## src/rtl/quadratic_real_root_solver_macros.svh

```systemverilog
// assertion macros for the quadratic real root solver
`ifndef QUADRATIC_REAL_ROOT_SOLVER_MACROS_SVH
`define QUADRATIC_REAL_ROOT_SOLVER_MACROS_SVH

// same-cycle implication
`define QRRS_ASSERT_NOW(lbl, ante, cons) \
    lbl: assert property (@(posedge clk) disable iff (!rst_n) (ante) |-> (cons)) \
        else $error("qrrs assertion failed");

// next-cycle implication
`define QRRS_ASSERT_NEXT(lbl, ante, cons) \
    lbl: assert property (@(posedge clk) disable iff (!rst_n) (ante) |=> (cons)) \
        else $error("qrrs assertion failed");

`endif

```

## src/rtl/qrrs_pkg.sv

```systemverilog
// package for the quadratic real root solver: widths, stage map, types, clamp
package qrrs_pkg;

    localparam int COEF_W     = 16;
    localparam int OUT_W      = 32;
    localparam int OUT_FRAC   = 16;
    localparam int DISC_W     = 2 * COEF_W + 3;
    localparam int SQRT_STEPS = COEF_W + 1;
    localparam int RAD_W      = 2 * SQRT_STEPS;
    localparam int SREM_W     = SQRT_STEPS + 1;
    localparam int NUM_W      = SQRT_STEPS + 1;
    localparam int DEN_W      = COEF_W + 1;
    localparam int DREM_W     = DEN_W;
    localparam int DIV_STEPS  = OUT_W;

    localparam int S_PROD  = 0;
    localparam int S_DISC  = 1;
    localparam int S_SQRT  = 2;
    localparam int S_PREP  = S_SQRT + SQRT_STEPS;
    localparam int S_DIV   = S_PREP + 1;
    localparam int S_OUT   = S_DIV + DIV_STEPS;
    localparam int NST     = S_OUT + 1;

    typedef enum logic [1:0] {
        ST_NONE   = 2'd0,
        ST_ONE    = 2'd1,
        ST_TWO    = 2'd2,
        ST_ZERO_A = 2'd3
    } status_t;

    typedef struct packed {
        logic [SREM_W-1:0]     rem;
        logic [SQRT_STEPS-1:0] root;
        logic [RAD_W-1:0]      rad;
    } sqrt_t;

    typedef struct packed {
        logic [DREM_W-1:0]    rem;
        logic [DIV_STEPS-1:0] num;
        logic [DIV_STEPS-1:0] quo;
        logic [DEN_W-1:0]     den;
    } div_t;

    typedef struct packed {
        status_t                  status;
        logic signed [COEF_W-1:0] a;
        logic signed [COEF_W-1:0] b;
        logic                     neg_p;
        logic                     neg_m;
    } meta_t;

    // {sat, signed result} from an unsigned quotient and a sign
    function automatic logic [OUT_W:0] clamp_root(input logic [OUT_W-1:0] q, input logic neg);
        logic [OUT_W-1:0] lim;
        logic [OUT_W-1:0] mag;
        logic             sat;
        lim = neg ? {1'b1, {(OUT_W-1){1'b0}}} : {1'b0, {(OUT_W-1){1'b1}}};
        sat = (q > lim);
        mag = sat ? lim : q;
        return {sat, (neg ? (~mag + {{(OUT_W-1){1'b0}}, 1'b1}) : mag)};
    endfunction

endpackage

```

## src/rtl/qrrs_div_cell.sv

```systemverilog
// one restoring divider cell: one quotient bit per cell
module qrrs_div_cell (
    input  logic             clk,
    input  logic             en,
    input  qrrs_pkg::div_t   din,
    output qrrs_pkg::div_t   dout
);

    logic [qrrs_pkg::DREM_W:0] r2;
    logic [qrrs_pkg::DREM_W:0] dsr;
    logic [qrrs_pkg::DREM_W:0] diff;
    logic                      fits;
    qrrs_pkg::div_t            dout_next;
    qrrs_pkg::div_t            dout_reg;

    always_comb
    begin
        r2   = {din.rem, din.num[qrrs_pkg::DIV_STEPS-1]};
        dsr  = {1'b0, din.den};
        diff = r2 - dsr;
        fits = (r2 >= dsr);
        dout_next.rem = fits ? diff[qrrs_pkg::DREM_W-1:0] : r2[qrrs_pkg::DREM_W-1:0];
        dout_next.num = {din.num[qrrs_pkg::DIV_STEPS-2:0], 1'b0};
        dout_next.quo = {din.quo[qrrs_pkg::DIV_STEPS-2:0], fits};
        dout_next.den = din.den;
    end

    always_ff @(posedge clk)
    begin
        if (en)
        begin
            dout_reg <= dout_next;
        end
    end

    assign dout = dout_reg;

endmodule

```

## config.mk

```make
export PLATFORM = sky130hd
export DESIGN_NAME = qrrs_div_cell
export DESIGN_NICKNAME = d
export VERILOG_FILES = /design/src/rtl/quadratic_real_root_solver_macros.svh /design/src/rtl/qrrs_pkg.sv /design/src/rtl/qrrs_div_cell.sv
export SDC_FILE = /design/constraint.sdc
export NUM_CORES = 1
export LEC_CHECK = 0
export BUFFER_PORTS_ARGS = -buffer_cell sky130_fd_sc_hd__buf_2
export CAP_MARGIN = 20
export CELL_PAD_IN_SITES_DETAIL_PLACEMENT = 0
export CELL_PAD_IN_SITES_GLOBAL_PLACEMENT = 1
export CORE_UTILIZATION = 36
export CTS_BUF_LIST = sky130_fd_sc_hd__clkbuf_8 sky130_fd_sc_hd__clkbuf_16
export DETAILED_ROUTE_END_ITERATION = 8
export PLACE_DENSITY = 0.88
export SYNTH_ARGS = -nofsm -noshare
export SYNTH_HDL_FRONTEND = slang
export SYNTH_SLANG_ARGS = --single-unit
export TNS_END_PERCENT = 10
```

## constraint.sdc

```tcl
create_clock -name clk -period 2.5 [get_ports clk]
set_input_delay 0.125 -clock clk [delete_from_list [all_inputs] [get_ports clk]]
set_output_delay 0.125 -clock clk [all_outputs]
set_load 0.02 [all_outputs]
```

# Word-level counts from Yosys, hierarchy flattened
# Index checks and enable logic that the tools add are counted.
classes:
  addsub: 1
  order_cmp: 1
  mux: 1
op_table:
  columns: ["cell", "count"]
  rows:
  - ["greater-or-equal comparator 18 x 17 -> 1 bit", 1]
  - ["two-way mux 17 bit", 1]
  - ["subtractor 17 bit", 1]
word_totals:
  ff_bits: 97
  input_bits: 100
  word_cells: 7

# Longest topological paths before layout
logic_depth:
  word_depth: 2
  ltp_mapped: 12
  mapped_depth_nobuf: 11

# Least setup slack after synthesis
# No wires, ideal clock.
synth_path:
  path_kind: "input port to flip-flop"
  start: "input din[80] in the netlist's numbering"
  end: "register dout_reg, in the netlist dout[84] (data pin)"
  setup_time_ps: 260
  arrival_ps: 1965
  t_required_ps: 2240
  setup_slack_ps: 275
  cell_stages: 12
  n_path_buf: 1
  cell_sequence: "inv_1 -> ha_1 -> inv_1 -> fa_1 -> a21oi_1 -> or3_4 -> a21oi_4 -> o21bai_4 -> and2_4 -> buf_12 -> inv_12 -> mux2_4"
synth_rtl:
  columns: ["item", "line", "text"]
  rows:
  - ["start, declared", "qrrs_div_cell.sv:5", "input qrrs_pkg::div_t din,"]
  - ["end signal, assigned", "qrrs_div_cell.sv:32", "dout_reg <= dout_next;"]
  - ["end, declared", "qrrs_div_cell.sv:14", "qrrs_pkg::div_t dout_reg;"]

==> results.txt <==
first-pass GRT wire length: 16600 µm
Min Hold Slack: 0.0963 ns
ys flop type: edfxtp_1
largest net degree at the start of global routing: 59
Largest register FFs: 97
Slew HR: 0.621
residual DRC count: 0
post-DP HPWL: 7950 µm
drt via density: 4.69
CTS tree: done
sequential-to-total area share from yosys stat: 0.709
postcts setup bufs: 0
Largest stage delay, worst path: 0.52 ns
fmax: 0.413 GHz
core footprint: 11000 µm²
CTS root buffer: clkbuf_16
status: complete, no violations
RSZ-0062 raised after global routing: false
critical path's top delay family: buffers and inverters
Hold Path Depth: 2
GRT Residual Overflow: 0
Antenna Cells: 0
CP max FO: 10
Setup CP Type: in2reg
drt pass-1 iters: 7
post-synth net total: 369
post-layout min period: 2.42 ns
Synth cell types: 47
total track usage: 0.195
worst vdd rail ir drop: 0.411 mV
final hold vios: 0
crit path launch type: input pin
EDFF count, synth: 97
vias: 3211
# IOs: 198
ratio of cells with drive above 1 in the final layout: 0.452
yosys warns: 0
Final period util: 0.968
total CTS buffers: 9
Crit. End Element: flop
proportion of synthesized flip-flops having asynchronous set or reset: 0
fin nets: 657
P&R area growth vs syn: 56.6%
Yosys reg bits: 97
ANT nets after route: 0
Hold Crit Class: in2reg
slowest stage cell on the critical path: dlygate4sd3_1
Worst-path clk slew: 0.07 ns
Port Buffers: 195
P per Cell Area: 663 nW/µm²
placer congestion estimate: 0.795
Final Slew Violations: 0
Num Clock Sinks: 97
Die ar.: 11800 µm²
Mapped Area: 4110 µm²
crit path DAT: 2.51 ns
Buf/Inv on CP: 4
Worst path depth: 11
initial core utilization: 0.374
Synth Instances: 251
Die Height: 109 µm
max_cap viols: 0
CTS Buffer Depth: 2
initial antenna violation count: 1
syn avg cell area: 16.4 µm²
FP Rows: 38
worst path cell trace: dlygate4sd3_1 -> buf_2 -> inv_1 -> ha_1 -> a21oi_2 -> or3_4 -> a21oi_4 -> o21bai_4 -> and2_4 -> inv_12 -> mux2_4
WL/cell: 17.5 µm
CP Data Required Time: 2.59 ns
Setup Total Neg Slack: 0 ns
Iter 0 DRT Violations: 207
final setup fails: 0
Pleak: 0.00279 µW
H-tree depth: 3
DRT Wirelength: 11900 µm
worst-margin pin slew: 0.569 ns
vias in the first global route: 3156
die width: 109 µm
where the power goes:
group          internal [µW]  switching (µW)  leakage [µW]  total, µW
Clock                    693             637      0.000134       1330
Combinational            408             516       0.00171        924
Sequential              1970            41.6      0.000949       2010
cell type report:
type,instances,area [µm²]
fillers,886,4550
clock buffers,9,225
well taps,140,175
repair buffers,279,1820
clock inverters,7,58.8
multi-input cells,129,1140
inverters,23,98.8
flip-flops and latches,97,2910
kinds of logic (layout without fill, tap and decap cells):
logic type | after synthesis | count (layout) | share of synthesized area
muxes | 11 | 11 | 0.0390
adders and majority gates | 18 | 18 | 0.0567
other | 1 | 1 | 0.000913
and+or+nand+nor | 41 | 41 | 0.0539
AOI/OAI and AO/OA | 47 | 47 | 0.0859
DFF | 97 | 97 | 0.709
xor gates and xnor gates | 11 | 11 | 0.0235
buffers and inverters | 25 | 318 | 0.0308
placed cells by master (no fill, tap or decap), types with 2 or more instances in the layout:
cell	n
clkinvlp_4	2
o21bai_1	2
nor3_1	4
nand2b_1	3
a21oi_2	2
ha_1	13
a21boi_0	3
buf_2	194
mux2_4	10
inv_1	22
dlygate4sd3_1	79
xor2_1	3
inv_6	2
xnor2_1	8
buf_4	5
o21a_1	2
nand2_1	8
o31ai_2	3
inv_8	2
clkbuf_16	9
nand3_1	7
o21ai_0	6
edfxtp_1	97
nor2_1	6
and2_1	3
a21o_1	3
ha_4	4
a21oi_1	12
o2bb2ai_1	2
Yosys cell counts, drive strengths merged, types with 2 or more instances:
library cell  count  area share
a21boi            3      0.0055
a21o              3      0.0055
a21oi            15       0.022
and2              4      0.0067
buf               2      0.0067
edfxtp           97        0.71
ha               17       0.052
inv              23       0.024
mux2             10       0.037
nand2             9      0.0082
nand2b            3      0.0046
nand3             8       0.011
nor2              6      0.0055
nor3              4      0.0049
o21a              2      0.0037
o21ai             7      0.0085
o21bai            3      0.0082
o2bb2ai           2      0.0043
o31ai             4       0.011
xnor2             8       0.017
xor2              3      0.0064
path summary, 6_finish.rpt:
| path | slack (ns) | endpoint | start |
|---|---|---|---|
| worst min-delay path | 0.1 | dout[95] | din[94] |
| worst max-delay path | 0.08 | dout[89] | din[2] |
per-stage QoR:
stage          power, µW  utilization  instances  cell area (µm²)  setup slack, ns
2_1_floorplan       2520            -        251             4110            0.275
3_3_place_gp        2810        0.481        589             5280            0.123
3_5_place_dp        2840        0.481        589             5280           0.0666
4_1_cts             4260        0.579        684             6360           0.0261
5_1_grt             4430        0.586        684             6430          0.00224
6_report            4260        0.586        684             6430           0.0812
per-layer routing:
layer	global-route usage	vias up	part of all wire
met5	0	-	0.0015
met4	0.0743	2	0.020
met3	0.0490	21	0.072
met2	0.358	146	0.52
met1	0.214	1514	0.39
li1	-	1528	-
repair_timing:
action	CTS	global route
endpoints found under the setup margin	0	12
resized for setup	0	14
hold endpoints to repair	79	0
hold buffers	79	0
No activity file was read; power rests on OpenSTA's default activity.
