<file path="config.mk">
export PLATFORM = sky130hd
export DESIGN_NAME = qrrs_sqrt_cell
export DESIGN_NICKNAME = d
export VERILOG_FILES = /design/src/rtl/quadratic_real_root_solver_macros.svh /design/src/rtl/qrrs_pkg.sv /design/src/rtl/qrrs_sqrt_cell.sv
export SDC_FILE = /design/constraint.sdc
export NUM_CORES = 1
export LEC_CHECK = 0
export ABC_AREA = 1
export BUFFER_PORTS_ARGS = -buffer_cell sky130_fd_sc_hd__clkbuf_2
export CAP_MARGIN = 20
export CORE_ASPECT_RATIO = 0.5
export CORE_MARGIN = 2
export CORE_UTILIZATION = 44
export DETAILED_ROUTE_END_ITERATION = 7
export MAX_ROUTING_LAYER = met4
export PLACE_DENSITY = 0.73
export SLEW_MARGIN = 20
export SYNTH_ARGS = -nofsm -noshare
export SYNTH_HDL_FRONTEND = slang
export SYNTH_SLANG_ARGS = --single-unit
</file>
<file path="constraint.sdc">
create_clock -name clk -period 3.9 [get_ports clk]
set_input_delay 0.78 -clock clk [delete_from_list [all_inputs] [get_ports clk]]
set_output_delay 0.78 -clock clk [all_outputs]
set_load 0.03 [all_outputs]
</file>
<file path="src/rtl/quadratic_real_root_solver_macros.svh">
// assertion macros for the quadratic real root solver
`ifndef QUADRATIC_REAL_ROOT_SOLVER_MACROS_SVH
`define QUADRATIC_REAL_ROOT_SOLVER_MACROS_SVH

// same-cycle implication
`define QRRS_ASSERT_NOW(lbl, ante, cons) \
    lbl: assert property (@(posedge clk) disable iff (!rst_n) (ante) |-> (cons)) \
        else $error("qrrs assertion failed");

// next-cycle implication
`define QRRS_ASSERT_NEXT(lbl, ante, cons) \
    lbl: assert property (@(posedge clk) disable iff (!rst_n) (ante) |=> (cons)) \
        else $error("qrrs assertion failed");

`endif

</file>
<file path="src/rtl/qrrs_pkg.sv">
// package for the quadratic real root solver: widths, stage map, types, clamp
package qrrs_pkg;

    localparam int COEF_W     = 16;
    localparam int OUT_W      = 32;
    localparam int OUT_FRAC   = 16;
    localparam int DISC_W     = 2 * COEF_W + 3;
    localparam int SQRT_STEPS = COEF_W + 1;
    localparam int RAD_W      = 2 * SQRT_STEPS;
    localparam int SREM_W     = SQRT_STEPS + 1;
    localparam int NUM_W      = SQRT_STEPS + 1;
    localparam int DEN_W      = COEF_W + 1;
    localparam int DREM_W     = DEN_W;
    localparam int DIV_STEPS  = OUT_W;

    localparam int S_PROD  = 0;
    localparam int S_DISC  = 1;
    localparam int S_SQRT  = 2;
    localparam int S_PREP  = S_SQRT + SQRT_STEPS;
    localparam int S_DIV   = S_PREP + 1;
    localparam int S_OUT   = S_DIV + DIV_STEPS;
    localparam int NST     = S_OUT + 1;

    typedef enum logic [1:0] {
        ST_NONE   = 2'd0,
        ST_ONE    = 2'd1,
        ST_TWO    = 2'd2,
        ST_ZERO_A = 2'd3
    } status_t;

    typedef struct packed {
        logic [SREM_W-1:0]     rem;
        logic [SQRT_STEPS-1:0] root;
        logic [RAD_W-1:0]      rad;
    } sqrt_t;

    typedef struct packed {
        logic [DREM_W-1:0]    rem;
        logic [DIV_STEPS-1:0] num;
        logic [DIV_STEPS-1:0] quo;
        logic [DEN_W-1:0]     den;
    } div_t;

    typedef struct packed {
        status_t                  status;
        logic signed [COEF_W-1:0] a;
        logic signed [COEF_W-1:0] b;
        logic                     neg_p;
        logic                     neg_m;
    } meta_t;

    // {sat, signed result} from an unsigned quotient and a sign
    function automatic logic [OUT_W:0] clamp_root(input logic [OUT_W-1:0] q, input logic neg);
        logic [OUT_W-1:0] lim;
        logic [OUT_W-1:0] mag;
        logic             sat;
        lim = neg ? {1'b1, {(OUT_W-1){1'b0}}} : {1'b0, {(OUT_W-1){1'b1}}};
        sat = (q > lim);
        mag = sat ? lim : q;
        return {sat, (neg ? (~mag + {{(OUT_W-1){1'b0}}, 1'b1}) : mag)};
    endfunction

endpackage

</file>
<file path="src/rtl/qrrs_sqrt_cell.sv">
// one restoring square root cell: two radicand bits in, one root bit out
module qrrs_sqrt_cell (
    input  logic              clk,
    input  logic              en,
    input  qrrs_pkg::sqrt_t   din,
    output qrrs_pkg::sqrt_t   dout
);

    logic [qrrs_pkg::SREM_W+1:0] r2;
    logic [qrrs_pkg::SREM_W+1:0] trial;
    logic [qrrs_pkg::SREM_W+1:0] diff;
    logic                        fits;
    qrrs_pkg::sqrt_t             dout_next;
    qrrs_pkg::sqrt_t             dout_reg;

    always_comb
    begin
        r2    = {din.rem, din.rad[qrrs_pkg::RAD_W-1 -: 2]};
        trial = {1'b0, din.root, 2'b01};
        diff  = r2 - trial;
        fits  = (r2 >= trial);
        dout_next.rem  = fits ? diff[qrrs_pkg::SREM_W-1:0] : r2[qrrs_pkg::SREM_W-1:0];
        dout_next.root = {din.root[qrrs_pkg::SQRT_STEPS-2:0], fits};
        dout_next.rad  = {din.rad[qrrs_pkg::RAD_W-3:0], 2'b00};
    end

    always_ff @(posedge clk)
    begin
        if (en)
        begin
            dout_reg <= dout_next;
        end
    end

    assign dout = dout_reg;

endmodule

</file>
---- After elaboration in Yosys (flattened, before gate mapping) ----
Cells that the tools add are included.
cells by class
  $add $sub $neg .......................... 1
  multipliers ............................. 0
  div/mod/pow operators ................... 0
  $lt $le $gt $ge ......................... 1
  equal/unequal tests ..................... 0
  shift-type cells ........................ 0
  muxes and demuxes ....................... 1
  bitwise gates (word level) .............. 0
  reductions and logical operators ........ 0
operator list
  kind              count
  $ge A20 B19 Y1    1
  $mux W18          1
  $sub A18 B18 Y18  1
storage, ports and cells
  register bits after elaboration ......... 67
  bits in latches ......................... 0
  memory bits (writable) .................. 0
  memory bits (read-only) ................. 0
  input port bits ......................... 71
  output and inout bits ................... 69
  logic and storage cells ................. 6
  memories kept ........................... 0

---- Depth between registers and ports, before layout ----
Gate-level depths: netlist of the first run.
  depth after elaboration ................. 2
  mapped depth ............................ 14
  mapped depth without buffers ............ 13

---- Worst setup path before layout of the first run ----
OpenSTA, ideal clock, no wires.
  kind .................................... input port to flip-flop
  from .................................... input din[35] in the netlist's numbering
  to ...................................... register dout_reg, in the netlist dout[51] (data pin)
  library setup time ...................... 0.256 ns
  data arrival time ....................... 1.979 ns
  data required time ...................... 3.644 ns
  slack ................................... 1.665 ns
  cell stages on the path ................. 10
  buffers on the path ..................... 1
  cell sequence ........................... inv_1 > ha_1 > a21oi_1 > nand2_1 > nand2_1 > nand3b_4 > nand2_2 > nand2_4 > buf_6 > xor2_2
RTL lines
  what                  RTL line              source
  start, declared       qrrs_sqrt_cell.sv:5   input qrrs_pkg::sqrt_t din,
  end signal, assigned  qrrs_sqrt_cell.sv:31  dout_reg <= dout_next;
  end, declared         qrrs_sqrt_cell.sv:14  qrrs_pkg::sqrt_t dout_reg;

==> results of run 1 <==
where the power goes:
part	leakage, nW	internal (mW)	switching (mW)	total, mW
Combinational	1.51	0.147	0.339	0.486
Clock	0.151	0.557	0.296	0.852
Sequential	0.655	0.879	0.0189	0.898
Yosys cell counts, types with 2 or more instances:
cell        n
a21oi_1    14
buf_4       3
buf_6       2
edfxtp_1   67
ha_1       19
inv_1      52
inv_2       2
nand2_1   125
nand2_2     2
nand3_1    18
nand3b_1    5
nor2_1     20
o21ai_0     4
xor2_1      8
metrics by stage:
step / setup WS [ns] / area [µm²]
6_report: 1.50 / 4530
5_1_grt: 1.32 / 4530
4_1_cts: 1.53 / 4530
3_5_place_dp: 1.21 / 4210
3_3_place_gp: 1.26 / 4210
2_1_floorplan: 1.66 / 3440
worst max-delay path, delay by kind of cell:
family          cells  cell delay [ns]
simple gates        7             0.89
fa+ha+maj           1             0.35
buf+inv             3             0.30
compound gates      1             0.14
layer usage:
metal	up-vias	routed length, µm	share of wire
met5	-	0	0
met4	0	124	0.015
met3	12	593	0.073
met2	113	3710	0.45
met1	1312	3750	0.46
li1	1431	-	-
placed cells by master, fill, tap and decap left out:
cell / Yosys / final
nand2_4: 1 / 1
clkinvlp_4: 0 / 1
buf_4: 3 / 2
clkbuf_16: 0 / 9
nand2_1: 125 / 125
o21bai_1: 1 / 1
ha_1: 19 / 19
o21ai_1: 1 / 1
a21oi_1: 14 / 14
inv_2: 2 / 2
xnor2_1: 1 / 1
clkinv_4: 0 / 2
edfxtp_1: 67 / 67
bufinv_16: 0 / 2
inv_1: 52 / 52
nand3b_1: 5 / 5
inv_4: 1 / 1
nand2_2: 2 / 2
conb_1: 1 / 2
buf_2: 0 / 1
clkbuf_2: 0 / 136
xor2_2: 1 / 1
clkinv_1: 0 / 2
nor2_2: 1 / 1
nand4_1: 1 / 1
o21ai_0: 4 / 4
nor2_1: 20 / 20
nand3b_4: 1 / 1
xor2_1: 8 / 8
nand3_1: 18 / 18
worst min path at each step:
stage,startpoint,end,slack [ns],cells past startpoint
finish,din[27],dout[29],0.62,1
CTS,din[27],dout[29],0.62,1
detailed placement,din[31],dout[33],0.96,1
floorplan,din[8],dout[10],0.88,0
global route,din[19],dout[21],0.61,1
global placement,din[15],dout[17],0.96,1
cell families after synthesis:
family / synth area share
buffers and inverters: 0.0740
AO/OA/AOI/OAI: 0.0299
other: 0.00109
AND/OR/NAND/NOR: 0.212
adder cells (fa/ha/maj): 0.0692
flip-flops: 0.586
XOR/XNOR: 0.0277
final cells by class:
class / instances / area [µm²]
timing repair buffer: 139 / 701
clock buffer: 9 / 225
inverter: 55 / 209
tap: 96 / 120
sequential: 67 / 2010
clock inverter: 7 / 92.6
fill: 661 / 2900
multi-input combinational: 225 / 1170
==> impl_metrics.json, run 1 <==
{
  "vias": 2868,
  "via_per_inst": 4.80,
  "cp.arrival_ns": 2.47,
  "tns_ns": 0,
  "synth-main-ff-cell": "edfxtp_1",
  "crit_end": "dout[64]",
  "largest_reg_flops": 67,
  "maxCapViolCount": 0,
  "hold_viol_final": 0,
  "placedCellCount": 582,
  "synth_top_cell_area_share": 0.586,
  "fp-row-count": 22,
  "grt_use_met3": 0.0627,
  "antenna_found_initial": 0,
  "root_buffer": "clkbuf_16",
  "fin_cells": 598,
  "fin_crit_ns": 2.40,
  "yosys.area.top_type": "edfxtp_1",
  "clock_sinks": 67,
  "hpwlAfterDp_um": 6210,
  "drtAntennaViolNets": 0,
  "area_growth_pct": 32.0,
  "grt_pass1_vias": 2666,
  "netlist_area_um2": 3430,
  "die-width_um": 129,
  "grt_pass1_wl_um": 12600,
  "path_cells": "clkbuf_2, inv_1, ha_1, nand2_1, nor2_1, nand3_1, o21ai_1, nor2_1, nand2_4, inv_4, nand2_1, nand2_1",
  "gr-usage-met2": 0.320,
  "cts_made_buffers": 9,
  "start_util": 0.462,
  "fin_util": 0.610,
  "fmax_mhz": 418,
  "grt.busiest_layer": "met2",
  "portBuffers": 137,
  "synth_cell_types": 24,
  "grt_start_max_net_pins": 26,
  "synth.area.top_cells": "edfxtp_1 (59%), nand2_1 (14%), ha_1 (6.9%)",
  "synth.yosys.warnings": 0,
  "core_area_um2": 7430,
  "cts_setup_buffers": 0,
  "cp_max_fo": 21,
  "holdBufCountCts": 0,
  "async_reset_ff_frac": 0,
  "status": "completed",
  "die_h_um": 66.5,
  "pin_count": 140,
  "grt.overflow.total": 0,
  "finalSetupViolations": 0,
  "whs_ns": 0.624,
  "drt_iter0_drc": 197,
  "seq_area_frac_synth": 0.586,
  "syn_inst": 351,
  "cp_common_cell": "nand2_1",
  "ir_drop_mv": 0.234,
  "slowest_delay_ns": 0.35,
  "fin_nets": 587,
  "worstPathRequired_ns": 3.97,
  "slowest_stage": "ha_1",
  "final_max_slew_viol_count": 0,
  "critical_path_class": "in2reg",
  "diodes": 0,
  "avgSynthCellArea_um2": 9.78,
  "worstMarginPinSlew_ns": 0.551,
  "period_share": 0.614,
  "clkSlewWorstSetupHoldPaths_ns": 0.06,
  "p_leak_nw": 2.31,
  "hp-class": "in2reg",
  "route.detailed.wl_per_inst_um": 13.7,
  "use_met1": 0.257,
  "grt_usage": 0.204,
  "startpoint": "din[42]",
  "cts_tree": "done",
  "ys_seq_elements": 67,
  "startpoint_type": "input port",
  "gp_congestion": 0.882,
  "layout-drive-gt1-share": 0.323,
  "drc": 0,
  "drt_pass1_iterations": 4,
  "p_per_area_nw_per_um2": 494,
  "slew_headroom": 0.632,
  "finalPower_mw": 2.24,
  "wl_um": 8170,
  "synth-edff-count": 67,
  "dieArea_um2": 8570,
  "cts_buffer_depth": 2,
  "rsz0062_at_grt": "no",
  "cts_resized": 0,
  "crit_path_end_kind": "flop",
  "cts-htree-levels": 3
}
(Power assumes the default switching activity.)
==> run 2: changes to the inputs <==
Settings changed: PLACE_DENSITY 0.73 to 0.76.
Clock period 3.9 ns to 2.05 ns, I/O delays scaled along.
==> impl_metrics.json, run 2 (synthesis gave the netlist of run 1 again) <==
{
  "area_growth_pct": 39.0,
  "die-width_um": 129,
  "hp-class": "in2reg",
  "path_cells": "clkbuf_2, inv_1, ha_1, a21oi_1, nand2_1, nand3b_4, nand2_2, nand2_4, buf_4, nand3_1, nand2_1",
  "combPwrFrac": 0.223,
  "startpoint_type": "input port",
  "hold_viol_final": 0,
  "path_buf_inv": 3,
  "drc": 0,
  "portBuffers": 137,
  "cts_buffer_depth": 2,
  "cp_top_family": "simple AND/OR/NAND/NOR gates",
  "p_sw_mw": 1.23,
  "grt_pass1_vias": 2629,
  "final_cell_mix": "clkbuf_2 (136), nand2_1 (125), edfxtp_1 (67)",
  "tns_ns": 0,
  "fmax_mhz": 550,
  "holdBufCountCts": 0,
  "cts_made_buffers": 9,
  "fp-row-count": 22,
  "worstPathRequired_ns": 2.13,
  "finalSetupViolations": 0,
  "pin_count": 140,
  "rsz0062_at_grt": "no",
  "gp_congestion": 0.896,
  "fin_crit_ns": 1.82,
  "start_util": 0.462,
  "final_max_slew_viol_count": 0,
  "grt.overflow.total": 0,
  "layout-drive-gt1-share": 0.359,
  "largest_reg_flops": 67,
  "pre_cts_slack_ns": -0.100,
  "wl_um": 7760,
  "diodes": 0,
  "cts_tree": "done",
  "fin_util": 0.642,
  "clock_sinks": 67,
  "final_common_cell": "clkbuf_2",
  "grt_start_max_net_pins": 51,
  "p_per_area_nw_per_um2": 927,
  "whs_ns": 0.256,
  "n_fill_cell": 614,
  "intPower_mw": 3.20,
  "grt_usage": 0.193,
  "p_leak_nw": 2.46,
  "core_area_um2": 7430,
  "die_h_um": 66.5,
  "cts_resized": 0,
  "finalPower_mw": 4.43,
  "hpwlAfterDp_um": 6150,
  "route.detailed.wl_per_inst_um": 12.5,
  "grt_pass1_wl_um": 12100,
  "period_share": 0.887,
  "cp_common_cell": "nand2_1",
  "cp.arrival_ns": 1.90,
  "dieArea_um2": 8570,
  "cts-htree-levels": 3,
  "maxCapViolCount": 0,
  "p_clk_frac": 0.391,
  "drtAntennaViolNets": 0,
  "ir_drop_mv": 0.452,
  "clkSlewWorstSetupHoldPaths_ns": 0.05,
  "root_buffer": "clkbuf_16",
  "slowest_delay_ns": 0.34,
  "drt_pass1_iterations": 4,
  "final.setup.worst_slack_ns": 0.231,
  "fin_nets": 613,
  "pwr-share-seq": 0.386,
  "antenna_found_initial": 0,
  "drt_iter0_drc": 175,
  "via_per_inst": 4.62,
  "hp-start": "din[5]",
  "cp_max_fo": 10,
  "slowest_stage": "ha_1",
  "vias": 2878,
  "crit_path_end_kind": "flop",
  "p_sw_frac": 0.278,
  "startpoint": "din[43]",
  "status": "completed",
  "cts_setup_buffers": 0,
  "critical_path_class": "in2reg"
}
## run 2: cell count changes in the layout (fill, tap and decap cells not counted), sizes merged
cell / change
buf: +26
bufinv: +1
clkinv: -2
## run 2: path summary, 6_finish.rpt
| path | cells after the start | to | slack (ns) |
|---|---|---|---|
| max | 11 | dout[64] | 0.23 |
| min | 1 | dout[7] | 0.26 |
## run 2: power groups by stage
stage | clock, mW | sequential, mW | combinational [mW]
floorplan | 0 | 2.01 | 0.342
global placement | 0 | 1.73 | 0.975
detailed placement | 0 | 1.74 | 0.989
CTS | 1.76 | 1.71 | 0.993
global route | 1.82 | 1.72 | 1.08
finish | 1.73 | 1.71 | 0.989
## run 2: layer usage
metal	GRT usage	share of wire
met2	0.311	0.45
met3	0.0498	0.066
met4	0.0571	0.014
met5	-	0
met1	0.243	0.47
## run 2: cell type report
class | count | area, µm² | share of cell area
clock inverters | 6 | 115 | 0.0241
inverters | 55 | 209 | 0.0438
flip-flops and latches | 67 | 2010 | 0.421
repair buffers | 165 | 921 | 0.193
multi-input cells | 225 | 1170 | 0.245
clock buffers | 9 | 225 | 0.0472
well taps | 96 | 120 | 0.0252
## run 2: per-stage QoR
stage                     cell area, µm²  std cells
after floorplan                     3440        352
after global placement              4430        608
after detailed placement            4430        608
after CTS                           4770        623
after global routing                4770        623
final                               4770        623
==> run 3: changes to the inputs <==
Settings changed: ABC_AREA 1 to default, CORE_UTILIZATION 44 to 43, PLACE_DENSITY 0.76 to 0.75.
==> impl_metrics.json, run 3 <==
{
  "layout-drive-gt1-share": 0.615,
  "final_cell_mix": "clkbuf_2 (128), edfxtp_1 (67), buf_4 (55)",
  "cts_tree": "done",
  "cts-htree-levels": 3,
  "startpoint_type": "input port",
  "pre_cts_slack_ns": -0.427,
  "status": "finished, violations left",
  "grt_pass1_vias": 2630,
  "synth_top_cell_area_share": 0.615,
  "final_common_cell": "clkbuf_2",
  "grt_pass1_wl_um": 12600,
  "cts_made_buffers": 9,
  "grt_start_max_net_pins": 54,
  "drc": 0,
  "final.setup.worst_slack_ns": -0.0428,
  "portBuffers": 137,
  "whs_ns": 0.256,
  "gp_congestion": 0.820,
  "synth_common_cells": "edfxtp_1 (67), inv_1 (22), ha_1 (19), a21oi_1 (16), o21ai_0 (15)",
  "worstPathRequired_ns": 2.13,
  "synth.most_common_cell": "edfxtp_1",
  "rsz0062_at_grt": "yes",
  "via_per_inst": 4.92,
  "pin_count": 140,
  "cp.arrival_ns": 2.17,
  "drt_iter0_drc": 130,
  "start_util": 0.445,
  "drt_pass1_iterations": 4,
  "n_fill_cell": 490,
  "holdBufCountCts": 0,
  "cp_max_fo": 8,
  "synth-main-ff-cell": "edfxtp_1",
  "wl_um": 8460,
  "hp-class": "in2reg",
  "clkSlewWorstSetupHoldPaths_ns": 0.06,
  "synth-edff-count": 67,
  "fp-row-count": 22,
  "cts_buffer_depth": 2,
  "design_area_um2": 5230,
  "hold_viol_final": 0,
  "vias": 2684,
  "fmax_mhz": 478,
  "ir_drop_mv": 0.481,
  "p_per_area_nw_per_um2": 859,
  "synth.yosys.warnings": 0,
  "holdPathEnd": "dout[28]",
  "hp-start": "din[26]",
  "p_leak_nw": 2.30,
  "antenna_found_initial": 0,
  "netlist_area_um2": 3270,
  "grt.overflow.total": 0,
  "grt_usage": 0.204,
  "async_reset_ff_frac": 0,
  "diodes": 0,
  "period_share": 1.02,
  "crit_path_end_kind": "flop",
  "core_area_um2": 7350,
  "die-width_um": 127,
  "synth.area.top_cells": "edfxtp_1 (61%), ha_1 (7.3%), mux2_2 (3.1%)",
  "ys_seq_elements": 67,
  "largest_reg_flops": 67,
  "fin_nets": 534,
  "drtAntennaViolNets": 0,
  "final_max_slew_viol_count": 0,
  "yosys.area.top_type": "edfxtp_1",
  "violations": "negative setup slack",
  "syn_inst": 242,
  "critical_path_class": "in2reg",
  "fin_crit_ns": 2.09,
  "maxCapViolCount": 0,
  "finalSetupViolations": 11,
  "placed_area_um2": 4590,
  "clock_sinks": 67,
  "area_growth_pct": 59.8,
  "hpwlAfterDp_um": 5920,
  "min_path_cells": 1,
  "root_buffer": "clkbuf_16",
  "die_h_um": 65.7,
  "route.detailed.wl_per_inst_um": 15.5,
  "synth_cell_types": 46,
  "dieArea_um2": 8370,
  "seq_area_frac_synth": 0.615,
  "avgSynthCellArea_um2": 13.5
}
==> run 3: cell types whose count changed in the layout (fill, tap and decap cells not counted), sizes merged, moves of 12 or more <==
cell,before,now
nor2,21,8
nand2,128,11
nand3,18,4
o21ai,5,17
mux2,0,12
buf,29,67
inv,55,22
==> run 3: worst max-delay path by stage <==
stage                       start  endpoint  slack [ns]  depth (start not counted)
after global routing      din[45]  dout[61]       -0.08                         10
after detailed placement  din[37]  dout[68]       -0.43                         11
after global placement    din[41]  dout[63]       -0.37                         10
after floorplan           din[37]  dout[62]       -0.31                         10
after CTS                 din[35]  dout[62]       -0.02                         10
final                     din[37]  dout[62]       -0.04                         10
==> run 3: power breakdown <==
group	internal, mW	switching (mW)	leakage [nW]	total, mW
logic	0.543	0.720	1.51	1.26
registers	1.68	0.0377	0.656	1.72
clock network	0.940	0.572	0.135	1.51
total	3.16	1.33	2.30	4.49
==> run 3: cells by family (layout without fill, tap and decap cells) <==
kind of cell / count (synthesis) / in the layout / share of synthesized area
AO/OA/AOI/OAI: 57 / 57 / 0.116
buffers and inverters: 28 / 234 / 0.0424
AND/OR/NAND/NOR: 45 / 45 / 0.0730
adder cells (fa/ha/maj): 19 / 19 / 0.0727
other: 1 / 2 / 0.00115
flip-flops: 67 / 67 / 0.615
multiplexers: 13 / 13 / 0.0478
XOR/XNOR: 12 / 12 / 0.0321
==> run 3: routing by layer <==
layer  wire length, µm  global-route usage  vias up
li1                  -                   -     1310
met1              3670               0.252     1273
met2              4260               0.315       86
met3               384              0.0627       15
met4               144              0.0852        0
met5                 0                   -        -
==> run 3: repair_timing <==
action,CTS,global route
pin swaps,11,16
hold endpoints to repair,0,0
buffers inserted,4,5
resized for setup,20,41
setup endpoints to repair,16,17
cloned,0,0
==> run 3: layout make-up <==
cell class,count,area [µm²],area share
multi-input cells,148,1480,0.283
inverters,22,95.1,0.0182
well taps,96,120,0.0230
clock buffers,10,229,0.0438
clock inverters,6,66.3,0.0127
repair buffers,196,1230,0.235
flip-flops and latches,67,2010,0.385
==> run 3: stage by stage <==
stage,utilization,total power [mW],cells,setup TNS (ns)
6_report,0.711,4.49,545,-0.194
5_1_grt,0.711,4.67,545,-0.929
4_1_cts,0.683,4.44,540,-0.0481
3_5_place_dp,0.624,2.86,520,-6.96
3_3_place_gp,0.624,2.83,520,-6.13
2_1_floorplan,-,2.46,243,-3.06
==> run 3: worst max-delay path, cell delays in order <==
cell and delay, ns:
clkbuf_16 0.11, inv_8 0.03, ha_4 0.26, o211ai_1 0.14
a21oi_4 0.16, o21ai_2 0.08, o2111a_2 0.28, or2_4 0.25
buf_8 0.15, mux2_4 0.30
